<file path="src/design/dct_4x4_forward_core_assert.svh">
// ----------------------------------------------------------------------------
// dct_4x4_forward_core assertion macros
// shared property forms for the 4x4 forward dct core
// ----------------------------------------------------------------------------
`ifndef DCT_4X4_FORWARD_CORE_ASSERT_SVH
`define DCT_4X4_FORWARD_CORE_ASSERT_SVH

// same-cycle implication
`define DCT4_ASSERT_IMP(lbl, clk, rst_n, ante, cons, msg) \
  lbl: assert property (@(posedge clk) disable iff (!rst_n) (ante) |-> (cons)) \
    else $error(msg);

// next-cycle implication
`define DCT4_ASSERT_NXT(lbl, clk, rst_n, ante, cons, msg) \
  lbl: assert property (@(posedge clk) disable iff (!rst_n) (ante) |=> (cons)) \
    else $error(msg);

`endif

</file>
<file path="src/design/dct4_pkg.sv">
`timescale 1ns / 1ps
// ----------------------------------------------------------------------------
// dct4_pkg
// constants, widths and shared types of the 4x4 forward dct core
// ----------------------------------------------------------------------------
package dct4_pkg;

  localparam int SAMPLE_BITS_DEF = 16;
  localparam int COEF_BITS       = 22;
  localparam int KBITS           = 16;
  localparam int FINAL_SHIFT     = 27;
  localparam int BLOCK_LEN       = 16;

  // cosine constants in q1.15
  localparam logic signed [KBITS-1:0] CK0 = 16'sd23170;
  localparam logic signed [KBITS-1:0] CK1 = 16'sd12540;
  localparam logic signed [KBITS-1:0] CK2 = 16'sd30274;

  typedef enum logic [1:0] {
    K_C0,
    K_C1,
    K_C2,
    K_NC2
  } kmul_e;

  // one beat of work for the shared multiplier
  typedef struct packed {
    logic       valid;
    logic       beat;   // 0: low chunk, 1: high chunk
    logic       clear;  // start a new sum
    logic       last;   // sum complete after this beat
    kmul_e      ksel;
    logic [1:0] tag;    // output slot within the vector
  } mac_ctl_t;

  typedef struct packed {
    logic       done;
    logic [1:0] tag;
  } mac_stat_t;

  // stored element: sample, row result or coefficient
  function automatic int vec_w(int sb);
    return sb + 17;
  endfunction

  // multiplier operand: sum or difference of two butterfly terms, or one term
  function automatic int op_w(int sb);
    return sb + 19;
  endfunction

  function automatic int acc_w(int sb);
    return op_w(sb) + KBITS;
  endfunction

  function automatic logic signed [KBITS-1:0] kval(kmul_e k);
    logic signed [KBITS-1:0] r;
    unique case (k)
      K_C0:    r = CK0;
      K_C1:    r = CK1;
      K_C2:    r = CK2;
      K_NC2:   r = -CK2;
      default: r = CK0;
    endcase
    return r;
  endfunction

endpackage

</file>
<file path="src/design/dct4_sample_if.sv">
`timescale 1ns / 1ps
// ----------------------------------------------------------------------------
// dct4_sample_if
// sample channel: valid, ready and one signed block sample
// ----------------------------------------------------------------------------
interface dct4_sample_if #(
  parameter int SampleBits = dct4_pkg::SAMPLE_BITS_DEF
);
  logic                         valid;
  logic                         ready;
  logic signed [SampleBits-1:0] sample;

  modport source (output valid, output sample, input ready);
  modport sink   (input valid, input sample, output ready);
endinterface

</file>
<file path="src/design/dct4_coef_if.sv">
`timescale 1ns / 1ps
// ----------------------------------------------------------------------------
// dct4_coef_if
// coefficient channel: valid, ready, coefficient and end-of-block mark
// ----------------------------------------------------------------------------
interface dct4_coef_if;
  logic                                 valid;
  logic                                 ready;
  logic signed [dct4_pkg::COEF_BITS-1:0] coefficient;
  logic                                 last_coefficient;

  modport source (output valid, output coefficient, output last_coefficient, input ready);
  modport sink   (input valid, input coefficient, input last_coefficient, output ready);
endinterface

</file>
<file path="src/design/dct_4x4_forward_core.sv">
`timescale 1ns / 1ps
// ----------------------------------------------------------------------------
// dct_4x4_forward_core
// two-dimensional forward 4x4 dct over a stream of block samples
// ----------------------------------------------------------------------------
// The core takes sixteen samples of a 4x4 block in row-major order, one per
// cycle while valid is high, then runs a 4-point butterfly over each row and
// each column through one shared multiply-accumulate unit, halves and rounds
// to 4 fraction bits, and returns sixteen coefficients in row-major order, the
// sixteenth marked last. Each multiply is split into a low and a high operand
// chunk, and each row or column goes through store reads, a butterfly add, the
// multiply beats and a write-back drain. Each coefficient is read from the
// store before it is offered. The core takes no sample from the end of a
// block until its last coefficient has been transferred.
module dct_4x4_forward_core #(
  parameter int SampleBits = dct4_pkg::SAMPLE_BITS_DEF
) (
  input  logic         clk_i,
  input  logic         rst_ni,
  dct4_sample_if.sink  sample_i,
  dct4_coef_if.source  coef_o
);
  import dct4_pkg::*;

  localparam int VecW = vec_w(SampleBits);
  localparam int OpW  = op_w(SampleBits);
  localparam int AccW = acc_w(SampleBits);
  localparam int PosW = $clog2(BLOCK_LEN);

  logic                   ram_we;
  logic [PosW-1:0]        ram_waddr;
  logic [VecW-1:0]        ram_wdata;
  logic                   ram_re;
  logic [PosW-1:0]        ram_raddr;
  logic [VecW-1:0]        ram_rdata;
  mac_ctl_t               mac_ctl;
  logic signed [OpW-1:0]  mac_op;
  mac_stat_t              mac_stat;
  logic signed [AccW-1:0] mac_acc;

  dct4_ram #(
    .Width (VecW),
    .Depth (BLOCK_LEN)
  ) u_store (
    .clk_i   (clk_i),
    .we_i    (ram_we),
    .waddr_i (ram_waddr),
    .wdata_i (ram_wdata),
    .re_i    (ram_re),
    .raddr_i (ram_raddr),
    .rdata_o (ram_rdata)
  );

  dct4_mac #(
    .SampleBits (SampleBits)
  ) u_mac (
    .clk_i  (clk_i),
    .rst_ni (rst_ni),
    .ctl_i  (mac_ctl),
    .op_i   (mac_op),
    .stat_o (mac_stat),
    .acc_o  (mac_acc)
  );

  dct4_ctrl #(
    .SampleBits (SampleBits)
  ) u_ctrl (
    .clk_i       (clk_i),
    .rst_ni      (rst_ni),
    .sample_i    (sample_i),
    .coef_o      (coef_o),
    .ram_we_o    (ram_we),
    .ram_waddr_o (ram_waddr),
    .ram_wdata_o (ram_wdata),
    .ram_re_o    (ram_re),
    .ram_raddr_o (ram_raddr),
    .ram_rdata_i (ram_rdata),
    .mac_ctl_o   (mac_ctl),
    .mac_op_o    (mac_op),
    .mac_stat_i  (mac_stat),
    .mac_acc_i   (mac_acc)
  );

endmodule

</file>
<file path="src/design/dct4_ram.sv">
`timescale 1ns / 1ps
// ----------------------------------------------------------------------------
// dct4_ram
// generic single-write single-read ram with registered read data
// ----------------------------------------------------------------------------
module dct4_ram #(
  parameter int Width = 32,
  parameter int Depth = 16
) (
  input  logic                     clk_i,
  input  logic                     we_i,
  input  logic [$clog2(Depth)-1:0] waddr_i,
  input  logic [Width-1:0]         wdata_i,
  input  logic                     re_i,
  input  logic [$clog2(Depth)-1:0] raddr_i,
  output logic [Width-1:0]         rdata_o
);

  logic [Width-1:0] mem_q [Depth];
  logic [Width-1:0] rdata_q;

  always_ff @(posedge clk_i) begin
    if (we_i) begin
      mem_q[waddr_i] <= wdata_i;
    end
    if (re_i) begin
      rdata_q <= mem_q[raddr_i];
    end
  end

  assign rdata_o = rdata_q;

endmodule

</file>
<file path="src/design/dct4_mac.sv">
`timescale 1ns / 1ps
// ----------------------------------------------------------------------------
// dct4_mac
// shared multiply-accumulate: operand times cosine constant in two chunks
// ----------------------------------------------------------------------------
module dct4_mac #(
  parameter int SampleBits = dct4_pkg::SAMPLE_BITS_DEF
) (
  input  logic                                        clk_i,
  input  logic                                        rst_ni,
  input  dct4_pkg::mac_ctl_t                          ctl_i,
  input  logic signed [dct4_pkg::op_w(SampleBits)-1:0]  op_i,
  output dct4_pkg::mac_stat_t                         stat_o,
  output logic signed [dct4_pkg::acc_w(SampleBits)-1:0] acc_o
);
  import dct4_pkg::*;

  localparam int OpW  = op_w(SampleBits);
  localparam int AccW = acc_w(SampleBits);
  localparam int LoW  = OpW / 2;
  localparam int ChW  = OpW - LoW + 1;
  localparam int PrW  = ChW + KBITS;

  logic signed [ChW-1:0]  chunk;
  logic signed [PrW-1:0]  prod_d, prod_q;
  logic signed [AccW-1:0] term, acc_d, acc_q;
  mac_ctl_t               ctl1_q;
  mac_stat_t              stat_q;

  // low chunk unsigned, high chunk carries the sign
  assign chunk  = ctl_i.beat ? ChW'(signed'(op_i[OpW-1:LoW]))
                             : ChW'({1'b0, op_i[LoW-1:0]});
  assign prod_d = chunk * kval(ctl_i.ksel);

  assign term  = ctl1_q.beat ? (AccW'(prod_q) <<< LoW) : AccW'(prod_q);
  assign acc_d = (ctl1_q.clear ? '0 : acc_q) + term;

  always_ff @(posedge clk_i or negedge rst_ni) begin
    if (!rst_ni) begin
      ctl1_q <= '0;
      stat_q <= '0;
    end else begin
      ctl1_q      <= ctl_i;
      stat_q.done <= ctl1_q.valid && ctl1_q.last;
      stat_q.tag  <= ctl1_q.tag;
    end
  end

  always_ff @(posedge clk_i) begin
    if (ctl_i.valid) begin
      prod_q <= prod_d;
    end
    if (ctl1_q.valid) begin
      acc_q <= acc_d;
    end
  end

  assign stat_o = stat_q;
  assign acc_o  = acc_q;

endmodule

</file>
<file path="src/design/dct4_ctrl.sv">
`timescale 1ns / 1ps
// ----------------------------------------------------------------------------
// dct4_ctrl
// sequencer: block load, row and column butterflies, rounding, emission
// ----------------------------------------------------------------------------
`include "dct_4x4_forward_core_assert.svh"

module dct4_ctrl #(
  parameter int SampleBits = dct4_pkg::SAMPLE_BITS_DEF
) (
  input  logic                                          clk_i,
  input  logic                                          rst_ni,
  dct4_sample_if.sink                                   sample_i,
  dct4_coef_if.source                                   coef_o,
  output logic                                          ram_we_o,
  output logic [$clog2(dct4_pkg::BLOCK_LEN)-1:0]        ram_waddr_o,
  output logic [dct4_pkg::vec_w(SampleBits)-1:0]        ram_wdata_o,
  output logic                                          ram_re_o,
  output logic [$clog2(dct4_pkg::BLOCK_LEN)-1:0]        ram_raddr_o,
  input  logic [dct4_pkg::vec_w(SampleBits)-1:0]        ram_rdata_i,
  output dct4_pkg::mac_ctl_t                            mac_ctl_o,
  output logic signed [dct4_pkg::op_w(SampleBits)-1:0]  mac_op_o,
  input  dct4_pkg::mac_stat_t                           mac_stat_i,
  input  logic signed [dct4_pkg::acc_w(SampleBits)-1:0] mac_acc_i
);
  import dct4_pkg::*;

  localparam int VecW = vec_w(SampleBits);
  localparam int AW   = VecW + 1;
  localparam int OpW  = op_w(SampleBits);
  localparam int AccW = acc_w(SampleBits);
  localparam int PosW = $clog2(BLOCK_LEN);
  localparam int ShW  = AccW - FINAL_SHIFT;
  localparam int ExtW = (ShW > COEF_BITS) ? ShW : COEF_BITS + 1;

  localparam logic [PosW-1:0] PosLast   = PosW'(BLOCK_LEN - 1);
  localparam logic [3:0]      ReadLast  = 4'd4;
  localparam logic [3:0]      MulLast   = 4'd11;
  localparam logic [3:0]      DrainLast = 4'd2;
  localparam logic [1:0]      VecLast   = 2'd3;

  localparam logic signed [ExtW-1:0] CoefMax = ExtW'((1 << (COEF_BITS - 1)) - 1);
  localparam logic signed [ExtW-1:0] CoefMin = ~CoefMax;
  localparam logic signed [AccW-1:0] RndHalf = AccW'(1) <<< (FINAL_SHIFT - 1);

  typedef enum logic [2:0] {
    ST_LOAD,
    ST_READ,
    ST_BFLY,
    ST_MUL,
    ST_DRAIN,
    ST_EMIT_RD,
    ST_EMIT_WT,
    ST_EMIT_OUT
  } state_e;

  typedef enum logic [1:0] {
    OP_SUM,
    OP_DIF,
    OP_A2,
    OP_A3
  } opsel_e;

  state_e                        state_q, state_d;
  logic [PosW-1:0]               pos_q, pos_d;
  logic                          pass_q, pass_d;   // 0: rows, 1: columns
  logic [1:0]                    vec_q, vec_d;
  logic [3:0]                    cnt_q, cnt_d;
  logic                          out_valid_q, out_valid_d;
  logic                          last_q, last_d;
  logic signed [COEF_BITS-1:0]   coef_q, coef_d;
  mac_ctl_t                      mctl_q, mctl_d;

  logic signed [VecW-1:0]        v_q [4];
  logic signed [AW-1:0]          a_q [4];
  logic signed [OpW-1:0]         op_q, op_d;

  logic [1:0]                    cap_idx;
  logic [2:0]                    step;
  opsel_e                        step_op;
  kmul_e                         step_k;
  logic                          step_first;
  logic                          step_last;
  logic [1:0]                    step_tag;

  logic signed [AccW-1:0]        rnd_sum;
  logic signed [ShW-1:0]         rnd_sh;
  logic signed [ExtW-1:0]        rnd_ext;
  logic signed [ExtW-1:0]        rnd_sat;

  assign cap_idx = 2'(cnt_q - 4'd1);
  assign step    = cnt_q[3:1];

  // butterfly outputs: y0, y2 from one product each, y1 and y3 from two
  always_comb begin
    step_op    = OP_SUM;
    step_k     = K_C0;
    step_first = 1'b1;
    step_last  = 1'b1;
    step_tag   = 2'd0;
    unique case (step)
      3'd0: begin
        step_op = OP_SUM; step_k = K_C0; step_tag = 2'd0;
      end
      3'd1: begin
        step_op = OP_DIF; step_k = K_C0; step_tag = 2'd2;
      end
      3'd2: begin
        step_op = OP_A2; step_k = K_C1; step_last = 1'b0; step_tag = 2'd1;
      end
      3'd3: begin
        step_op = OP_A3; step_k = K_C2; step_first = 1'b0; step_tag = 2'd1;
      end
      3'd4: begin
        step_op = OP_A2; step_k = K_NC2; step_last = 1'b0; step_tag = 2'd3;
      end
      3'd5: begin
        step_op = OP_A3; step_k = K_C1; step_first = 1'b0; step_tag = 2'd3;
      end
      default: begin
        step_op = OP_SUM;
      end
    endcase
  end

  // final rounding to 4 fraction bits, ties upward, then clamp
  always_comb begin
    rnd_sum = mac_acc_i + RndHalf;
    rnd_sh  = ShW'(rnd_sum >>> FINAL_SHIFT);
    rnd_ext = ExtW'(rnd_sh);
    priority if (rnd_ext > CoefMax) begin
      rnd_sat = CoefMax;
    end else if (rnd_ext < CoefMin) begin
      rnd_sat = CoefMin;
    end else begin
      rnd_sat = rnd_ext;
    end
  end

  always_comb begin
    state_d     = state_q;
    pos_d       = pos_q;
    pass_d      = pass_q;
    vec_d       = vec_q;
    cnt_d       = cnt_q;
    out_valid_d = out_valid_q;
    last_d      = last_q;
    coef_d      = coef_q;
    mctl_d      = '0;
    op_d        = op_q;
    ram_we_o    = 1'b0;
    ram_waddr_o = pos_q;
    ram_wdata_o = VecW'(sample_i.sample);
    ram_re_o    = 1'b0;
    ram_raddr_o = pos_q;

    unique case (state_q)
      ST_LOAD: begin
        if (sample_i.valid) begin
          ram_we_o = 1'b1;
          pos_d    = pos_q + 1'b1;
          if (pos_q == PosLast) begin
            state_d = ST_READ;
            pass_d  = 1'b0;
            vec_d   = '0;
            cnt_d   = '0;
          end
        end
      end
      ST_READ: begin
        if (cnt_q < ReadLast) begin
          ram_re_o    = 1'b1;
          ram_raddr_o = pass_q ? {cnt_q[1:0], vec_q} : {vec_q, cnt_q[1:0]};
        end
        cnt_d = cnt_q + 4'd1;
        if (cnt_q == ReadLast) begin
          state_d = ST_BFLY;
          cnt_d   = '0;
        end
      end
      ST_BFLY: begin
        state_d = ST_MUL;
      end
      ST_MUL: begin
        unique case (step_op)
          OP_SUM:  op_d = OpW'(a_q[0]) + OpW'(a_q[1]);
          OP_DIF:  op_d = OpW'(a_q[0]) - OpW'(a_q[1]);
          OP_A2:   op_d = OpW'(a_q[2]);
          OP_A3:   op_d = OpW'(a_q[3]);
          default: op_d = OpW'(a_q[0]);
        endcase
        mctl_d.valid = 1'b1;
        mctl_d.beat  = cnt_q[0];
        mctl_d.clear = step_first && !cnt_q[0];
        mctl_d.last  = step_last && cnt_q[0];
        mctl_d.ksel  = step_k;
        mctl_d.tag   = step_tag;
        cnt_d = cnt_q + 4'd1;
        if (cnt_q == MulLast) begin
          state_d = ST_DRAIN;
          cnt_d   = '0;
        end
      end
      ST_DRAIN: begin
        // let the multiplier pipeline write back before the next read
        cnt_d = cnt_q + 4'd1;
        if (cnt_q == DrainLast) begin
          cnt_d = '0;
          if (vec_q == VecLast) begin
            vec_d = '0;
            if (!pass_q) begin
              pass_d  = 1'b1;
              state_d = ST_READ;
            end else begin
              pos_d   = '0;
              state_d = ST_EMIT_RD;
            end
          end else begin
            vec_d   = vec_q + 2'd1;
            state_d = ST_READ;
          end
        end
      end
      ST_EMIT_RD: begin
        ram_re_o    = 1'b1;
        ram_raddr_o = pos_q;
        state_d     = ST_EMIT_WT;
      end
      ST_EMIT_WT: begin
        out_valid_d = 1'b1;
        coef_d      = signed'(ram_rdata_i[COEF_BITS-1:0]);
        last_d      = (pos_q == PosLast);
        state_d     = ST_EMIT_OUT;
      end
      ST_EMIT_OUT: begin
        if (coef_o.ready) begin
          out_valid_d = 1'b0;
          pos_d       = pos_q + 1'b1;
          if (last_q) begin
            state_d = ST_LOAD;
          end else begin
            // fetch the next coefficient on the transfer cycle
            ram_re_o    = 1'b1;
            ram_raddr_o = pos_q + 1'b1;
            state_d     = ST_EMIT_WT;
          end
        end
      end
      default: begin
        state_d = ST_LOAD;
      end
    endcase

    // write-back: row results in place, coefficients over their column
    if (mac_stat_i.done) begin
      ram_we_o    = 1'b1;
      ram_waddr_o = pass_q ? {mac_stat_i.tag, vec_q} : {vec_q, mac_stat_i.tag};
      ram_wdata_o = pass_q ? VecW'(COEF_BITS'(rnd_sat)) : VecW'(mac_acc_i);
    end
  end

  always_ff @(posedge clk_i or negedge rst_ni) begin
    if (!rst_ni) begin
      state_q     <= ST_LOAD;
      pos_q       <= '0;
      pass_q      <= 1'b0;
      vec_q       <= '0;
      cnt_q       <= '0;
      out_valid_q <= 1'b0;
      last_q      <= 1'b0;
      coef_q      <= '0;
      mctl_q      <= '0;
    end else begin
      state_q     <= state_d;
      pos_q       <= pos_d;
      pass_q      <= pass_d;
      vec_q       <= vec_d;
      cnt_q       <= cnt_d;
      out_valid_q <= out_valid_d;
      last_q      <= last_d;
      coef_q      <= coef_d;
      mctl_q      <= mctl_d;
    end
  end

  always_ff @(posedge clk_i) begin
    if (state_q == ST_READ && cnt_q != '0) begin
      v_q[cap_idx] <= signed'(ram_rdata_i);
    end
    if (state_q == ST_BFLY) begin
      a_q[0] <= AW'(v_q[0]) + AW'(v_q[3]);
      a_q[3] <= AW'(v_q[0]) - AW'(v_q[3]);
      a_q[1] <= AW'(v_q[1]) + AW'(v_q[2]);
      a_q[2] <= AW'(v_q[1]) - AW'(v_q[2]);
    end
    op_q <= op_d;
  end

  assign sample_i.ready         = (state_q == ST_LOAD);
  assign coef_o.valid           = out_valid_q;
  assign coef_o.coefficient     = coef_q;
  assign coef_o.last_coefficient = last_q;
  assign mac_ctl_o              = mctl_q;
  assign mac_op_o               = op_q;

  `DCT4_ASSERT_IMP(a_wb_in_pass, clk_i, rst_ni, mac_stat_i.done, (state_q == ST_MUL) || (state_q == ST_DRAIN), "write-back outside a transform pass")
  `DCT4_ASSERT_IMP(a_load_quiet, clk_i, rst_ni, state_q == ST_LOAD, !mctl_q.valid && !out_valid_q && !mac_stat_i.done, "work pending while loading")
  `DCT4_ASSERT_NXT(a_last_to_load, clk_i, rst_ni, coef_o.valid && coef_o.ready && coef_o.last_coefficient, state_q == ST_LOAD, "no return to load after block end")
  `DCT4_ASSERT_NXT(a_next_fetch, clk_i, rst_ni, coef_o.valid && coef_o.ready && !coef_o.last_coefficient, state_q == ST_EMIT_WT, "next coefficient not fetched")

endmodule
</file>
<file path="src/flat_wrapper.sv">
// flat-port wrapper written by rule: the top's interface ports become plain ports
module dct_4x4_forward_core_flat import dct4_pkg::*;
#(
  parameter int SampleBits = dct4_pkg::SAMPLE_BITS_DEF
)
  (clk_i, rst_ni, sample_i_valid, sample_i_sample, sample_i_ready, coef_o_valid, coef_o_coefficient, coef_o_last_coefficient, coef_o_ready);
  dct4_sample_if #(.SampleBits(SampleBits)) sample_i_i ();
  dct4_coef_if coef_o_i ();
  input  logic clk_i;
  input  logic rst_ni;
  input wire logic [$bits(sample_i_i.valid)-1:0] sample_i_valid;
  input wire logic [$bits(sample_i_i.sample)-1:0] sample_i_sample;
  output wire logic [$bits(sample_i_i.ready)-1:0] sample_i_ready;
  output wire logic [$bits(coef_o_i.valid)-1:0] coef_o_valid;
  output wire logic [$bits(coef_o_i.coefficient)-1:0] coef_o_coefficient;
  output wire logic [$bits(coef_o_i.last_coefficient)-1:0] coef_o_last_coefficient;
  input wire logic [$bits(coef_o_i.ready)-1:0] coef_o_ready;
  assign sample_i_i.valid = sample_i_valid;
  assign sample_i_i.sample = sample_i_sample;
  assign sample_i_ready = sample_i_i.ready;
  assign coef_o_valid = coef_o_i.valid;
  assign coef_o_coefficient = coef_o_i.coefficient;
  assign coef_o_last_coefficient = coef_o_i.last_coefficient;
  assign coef_o_i.ready = coef_o_ready;
  dct_4x4_forward_core #(.SampleBits(SampleBits)) u_core (.clk_i(clk_i), .rst_ni(rst_ni), .sample_i(sample_i_i), .coef_o(coef_o_i));
endmodule
</file>
<file path="config.mk">
export PLATFORM = sky130hd
export DESIGN_NAME = dct_4x4_forward_core_flat
export DESIGN_NICKNAME = d
export VERILOG_FILES = /design/src/design/dct4_pkg.sv /design/src/design/dct4_sample_if.sv /design/src/design/dct4_coef_if.sv /design/src/design/dct_4x4_forward_core.sv /design/src/design/dct4_ram.sv /design/src/design/dct4_mac.sv /design/src/design/dct4_ctrl.sv /design/src/flat_wrapper.sv
export VERILOG_INCLUDE_DIRS = /design/src /design/src/design
export SDC_FILE = /design/constraint.sdc
export NUM_CORES = 2
export LEC_CHECK = 0
export BUFFER_PORTS_ARGS = -buffer_cell sky130_fd_sc_hd__buf_2
export CAP_MARGIN = 40
export CORE_MARGIN = 2
export CORE_UTILIZATION = 63
export DETAILED_ROUTE_END_ITERATION = 12
export GPL_ROUTABILITY_DRIVEN = 0
export PLACE_DENSITY = 0.81
export SETUP_SLACK_MARGIN = 0.05
export SLEW_MARGIN = 5
export SYNTH_ARGS = -nofsm -noshare
export SYNTH_HDL_FRONTEND = slang
export SYNTH_SLANG_ARGS = --single-unit
</file>
<file path="constraint.sdc">
create_clock -name clk_i -period 17.85 [get_ports clk_i]
set_input_delay 1.785 -clock clk_i [delete_from_list [all_inputs] [get_ports clk_i]]
set_output_delay 1.785 -clock clk_i [all_outputs]
set_load 0.005 [all_outputs]
</file>
==> summary.txt <==
Final layout
  • Syn-to-layout area delta: 8.978%
  • Final net count: 5,920
  • Share of layout cells above drive strength 1: 7.786%
  • # fillers: 6,378

Floorplan
  • Die Area: between 90,000 and 100,000 µm²
  • I/O pin cnt: 45
  • # rows: 113
  • Core ar.: 94,590 µm²
  • DIE WIDTH: 312.5 µm
  • Starting density of the core: a little under two thirds
  • Die Y: 312.5 µm

Clock tree
  • CTS clk-pin slew, worst paths: 0.07 ns
  • Post_cts resized: 0
  • Max H-tree Level: 3
  • CTS sink count: 1,002
  • CTS Buf Count: 101
  • Max Root-Sink Buffers: 3
  • CTS tree: done
  • Root Buffer Master: clkbuf_16
  • Clk_lat worst skew: around 0.71 ns
  • # Post-CTS Setup Buffers: 0
  • Hold buffer count at cts: 0

GRT
  • Initial antenna violation count: 6
  • Grt ovf: 0
  • Number of global-route vias before repair: 40,160
  • First-pass GRT wire length: 226.2 mm
  • Overall routing resource usage: 30.17%
  • Largest net degree at the start of global routing: approximately 210

Logic synthesis
  • Synth top cells by count: edfxtp_1, nand2_1, inv_1
  • Synthesized flop and latch total: about 1,000
  • Yosys warning count: 0
  • Netlist Area Pre-Place: 59,950 µm²
  • Cell taking the most area after synthesis: edfxtp_1
  • Syn_area_per_cell: 11.29 µm²
  • Post-synthesis async set-or-reset flop share: 5.489%
  • Post-synth EDFFs: 947
  • Syn Nets: around 5,900
  • Top cells by area, synth: edfxtp_1, fa_1, ha_1
  • Main flop type after synthesis: edfxtp_1
  • Distinct cell type count after synthesis: 86
  • Area fraction of the dominant cell type after synthesis: 47.43%
  • Cells after Synth: between 5,000 and 6,000
  • Seq/Total Area, Yosys: 49.73%
  • Top-count cell post-synth: edfxtp_1

Critical path
  • Worst r2r dst: u_core.u_mac.prod_q[34]
  • CP Capture Type: flop
  • Register-to-Register Path Depth: 26
  • Worst path slowest cell: ha_1
  • Worst stage delay on the critical path: 0.56 ns
  • Crit path arrival time: 8.29 ns
  • CP required: between 15 and 20 ns
  • Crit. Startpoint: u_core.u_ctrl.mac_ctl_o[3]
  • Flop2flop setup slack: 10.01 ns
  • Critical R2R Launch: u_core.u_ctrl.mac_ctl_o[3]
  • CP max FO: 20
  • Critical path type: flop to flop
  • Critical Path Sink: u_core.u_mac.prod_q[34]
  • Setup crit start kind: flop

Routing
  • Via count of the routed design: 41,190
  • DRT Pass-1 Iters: 9
  • Post-route DRC: 0
  • Routed vias/inst: between 6 and 7
  • Post-route ant nets: 0
  • WL per Instance: 22.19 µm
  • Initial DRC count: 4,849
  • Wirelength, routed: 147.8 mm

Status
  • Status: complete, no violations

Timing
  • Slew @ Worst Pin: 0.9418 ns
  • Slew margin rel.: 37.21%
  • Setup violators final: 0
  • Worst clock skew: 0.05381 ns
  • Final Cycle Share: 43.94%
  • Tmin final: about 8 ns
  • Hold Vio Cnt, Final: 0
  • Max Freq: 127.5 MHz
  • Slew Viols, Final: 0
  • RSZ-0062 raised after global routing: no
  • Final setup TNS: 0 ns

Place
  • HPWL after detailed placement: 101.6 mm
  • I/O Buffers: 44

Job
  • MaxCap Viol Count: 0

Worst hold path
  • Worst Hold Class: flop to flop
==> flip-flops by register name, summed over array words and instances, names as in the netlist, 3 cells and up <==
signal / count
u_core.u_mac.ctl1_q: 6
u_core.u_ctrl.mac_ctl_o: 8
u_core.u_ctrl.cnt_q: 4
u_core.u_store.mem_q: 528
u_core.u_ctrl.v_q: 132
u_core.u_mac.prod_q: 34
u_core.u_ctrl.coef_o.coefficient: 22
u_core.u_mac.acc_o: 51
u_core.u_store.rdata_o: 33
u_core.u_ctrl.state_q: 3
u_core.u_ctrl.mac_op_o: 35
u_core.u_ctrl.pos_q: 4
u_core.u_ctrl.a_q: 134
u_core.u_mac.stat_o: 3
==> metrics by stage <==
stage               setup WS [ns]  util, %  cells  hold slack, ns  area [µm²]
floorplan                   10.90        -   5312          0.3312       59950
global placement            10.40    65.06   6446          0.3345       61540
detailed placement          10.14    65.39   6468          0.3355       61850
CTS                         10.13    69.07   6659          0.3504       65330
global route                9.685    69.07   6659          0.3618       65330
finish                      10.01    69.07   6661          0.3555       65340
==> logic make-up (layout without fill, tap and decap cells) <==
family,count (synthesis),after routing,synth area share [%]
other,0,2,0
AO/OA/AOI/OAI,1191,1191,12.95
XOR/XNOR,276,276,4.032
adder cells (fa/ha/maj),594,594,15.74
flip-flops,1002,1002,49.73
AND/OR/NAND/NOR,1369,1369,10.76
buffers and inverters,775,857,4.909
multiplexers,105,105,1.885
==> how the worst min path moves through the flow <==
stage                               startpoint                     end  depth (start not counted)
floorplan           u_core.u_ctrl.mac_ctl_o[0]  u_core.u_mac.ctl1_q[0]                          0
global placement    u_core.u_ctrl.mac_ctl_o[5]  u_core.u_mac.ctl1_q[5]                          0
detailed placement  u_core.u_ctrl.mac_ctl_o[1]  u_core.u_mac.ctl1_q[1]                          0
CTS                 u_core.u_ctrl.mac_ctl_o[5]  u_core.u_mac.ctl1_q[5]                          0
global route        u_core.u_ctrl.mac_ctl_o[5]  u_core.u_mac.ctl1_q[5]                          0
finish              u_core.u_ctrl.mac_ctl_o[5]  u_core.u_mac.ctl1_q[5]                          0
==> placed cells by master, fill, tap and decap left out, types with 89 or more instances in the layout <==
cell type	synthesis	routed
a211oi_1	194	194
a21oi_1	358	355
and2_1	153	148
clkbuf_16	0	101
edfxtp_1	947	947
fa_1	267	267
ha_1	327	326
inv_1	533	533
nand2_1	552	551
nand2b_1	91	91
nor2_1	279	263
nor2b_1	89	89
o21ai_0	149	144
xnor2_1	195	195
==> cell type report <==
type                            count  area [µm²]  share of cell area [%]
Antenna cell                        2       5.005                0.007660
Clock buffer                      117        2597                   3.976
Clock inverter                     74       884.6                   1.354
Inverter                          536        2012                   3.079
Multi-Input combinational cell   3535       27410                   41.95
Sequential cell                  1002       29810                   45.63
Tap cell                         1265        1583                   2.423
Timing Repair Buffer              130        1033                   1.582
==> critical path, delay by kind of cell, from the launching register on <==
family          cells  cell delay, ns
fa+ha+maj           8            3.95
compound gates      8            1.88
flops               1            0.44
xor+xnor            1            0.12
buf+inv             6            0.35
simple gates        3            0.82
==> metal layers <==
| layer | vias to the layer above | share of wire (%) | global-route usage [%] |
|---|---|---|---|
| met1 | 20100 | 39 | 40.49 |
| met5 | - | 0.0088 | 0 |
| li1 | 18740 | - | - |
| met4 | 2 | 4.0 | 12.08 |
| met2 | 2015 | 48 | 49.26 |
| met3 | 330 | 9.3 | 5.242 |
Power is not shown: default switching activity piles up to over one toggle a cycle in this logic, so the estimate is an artifact.
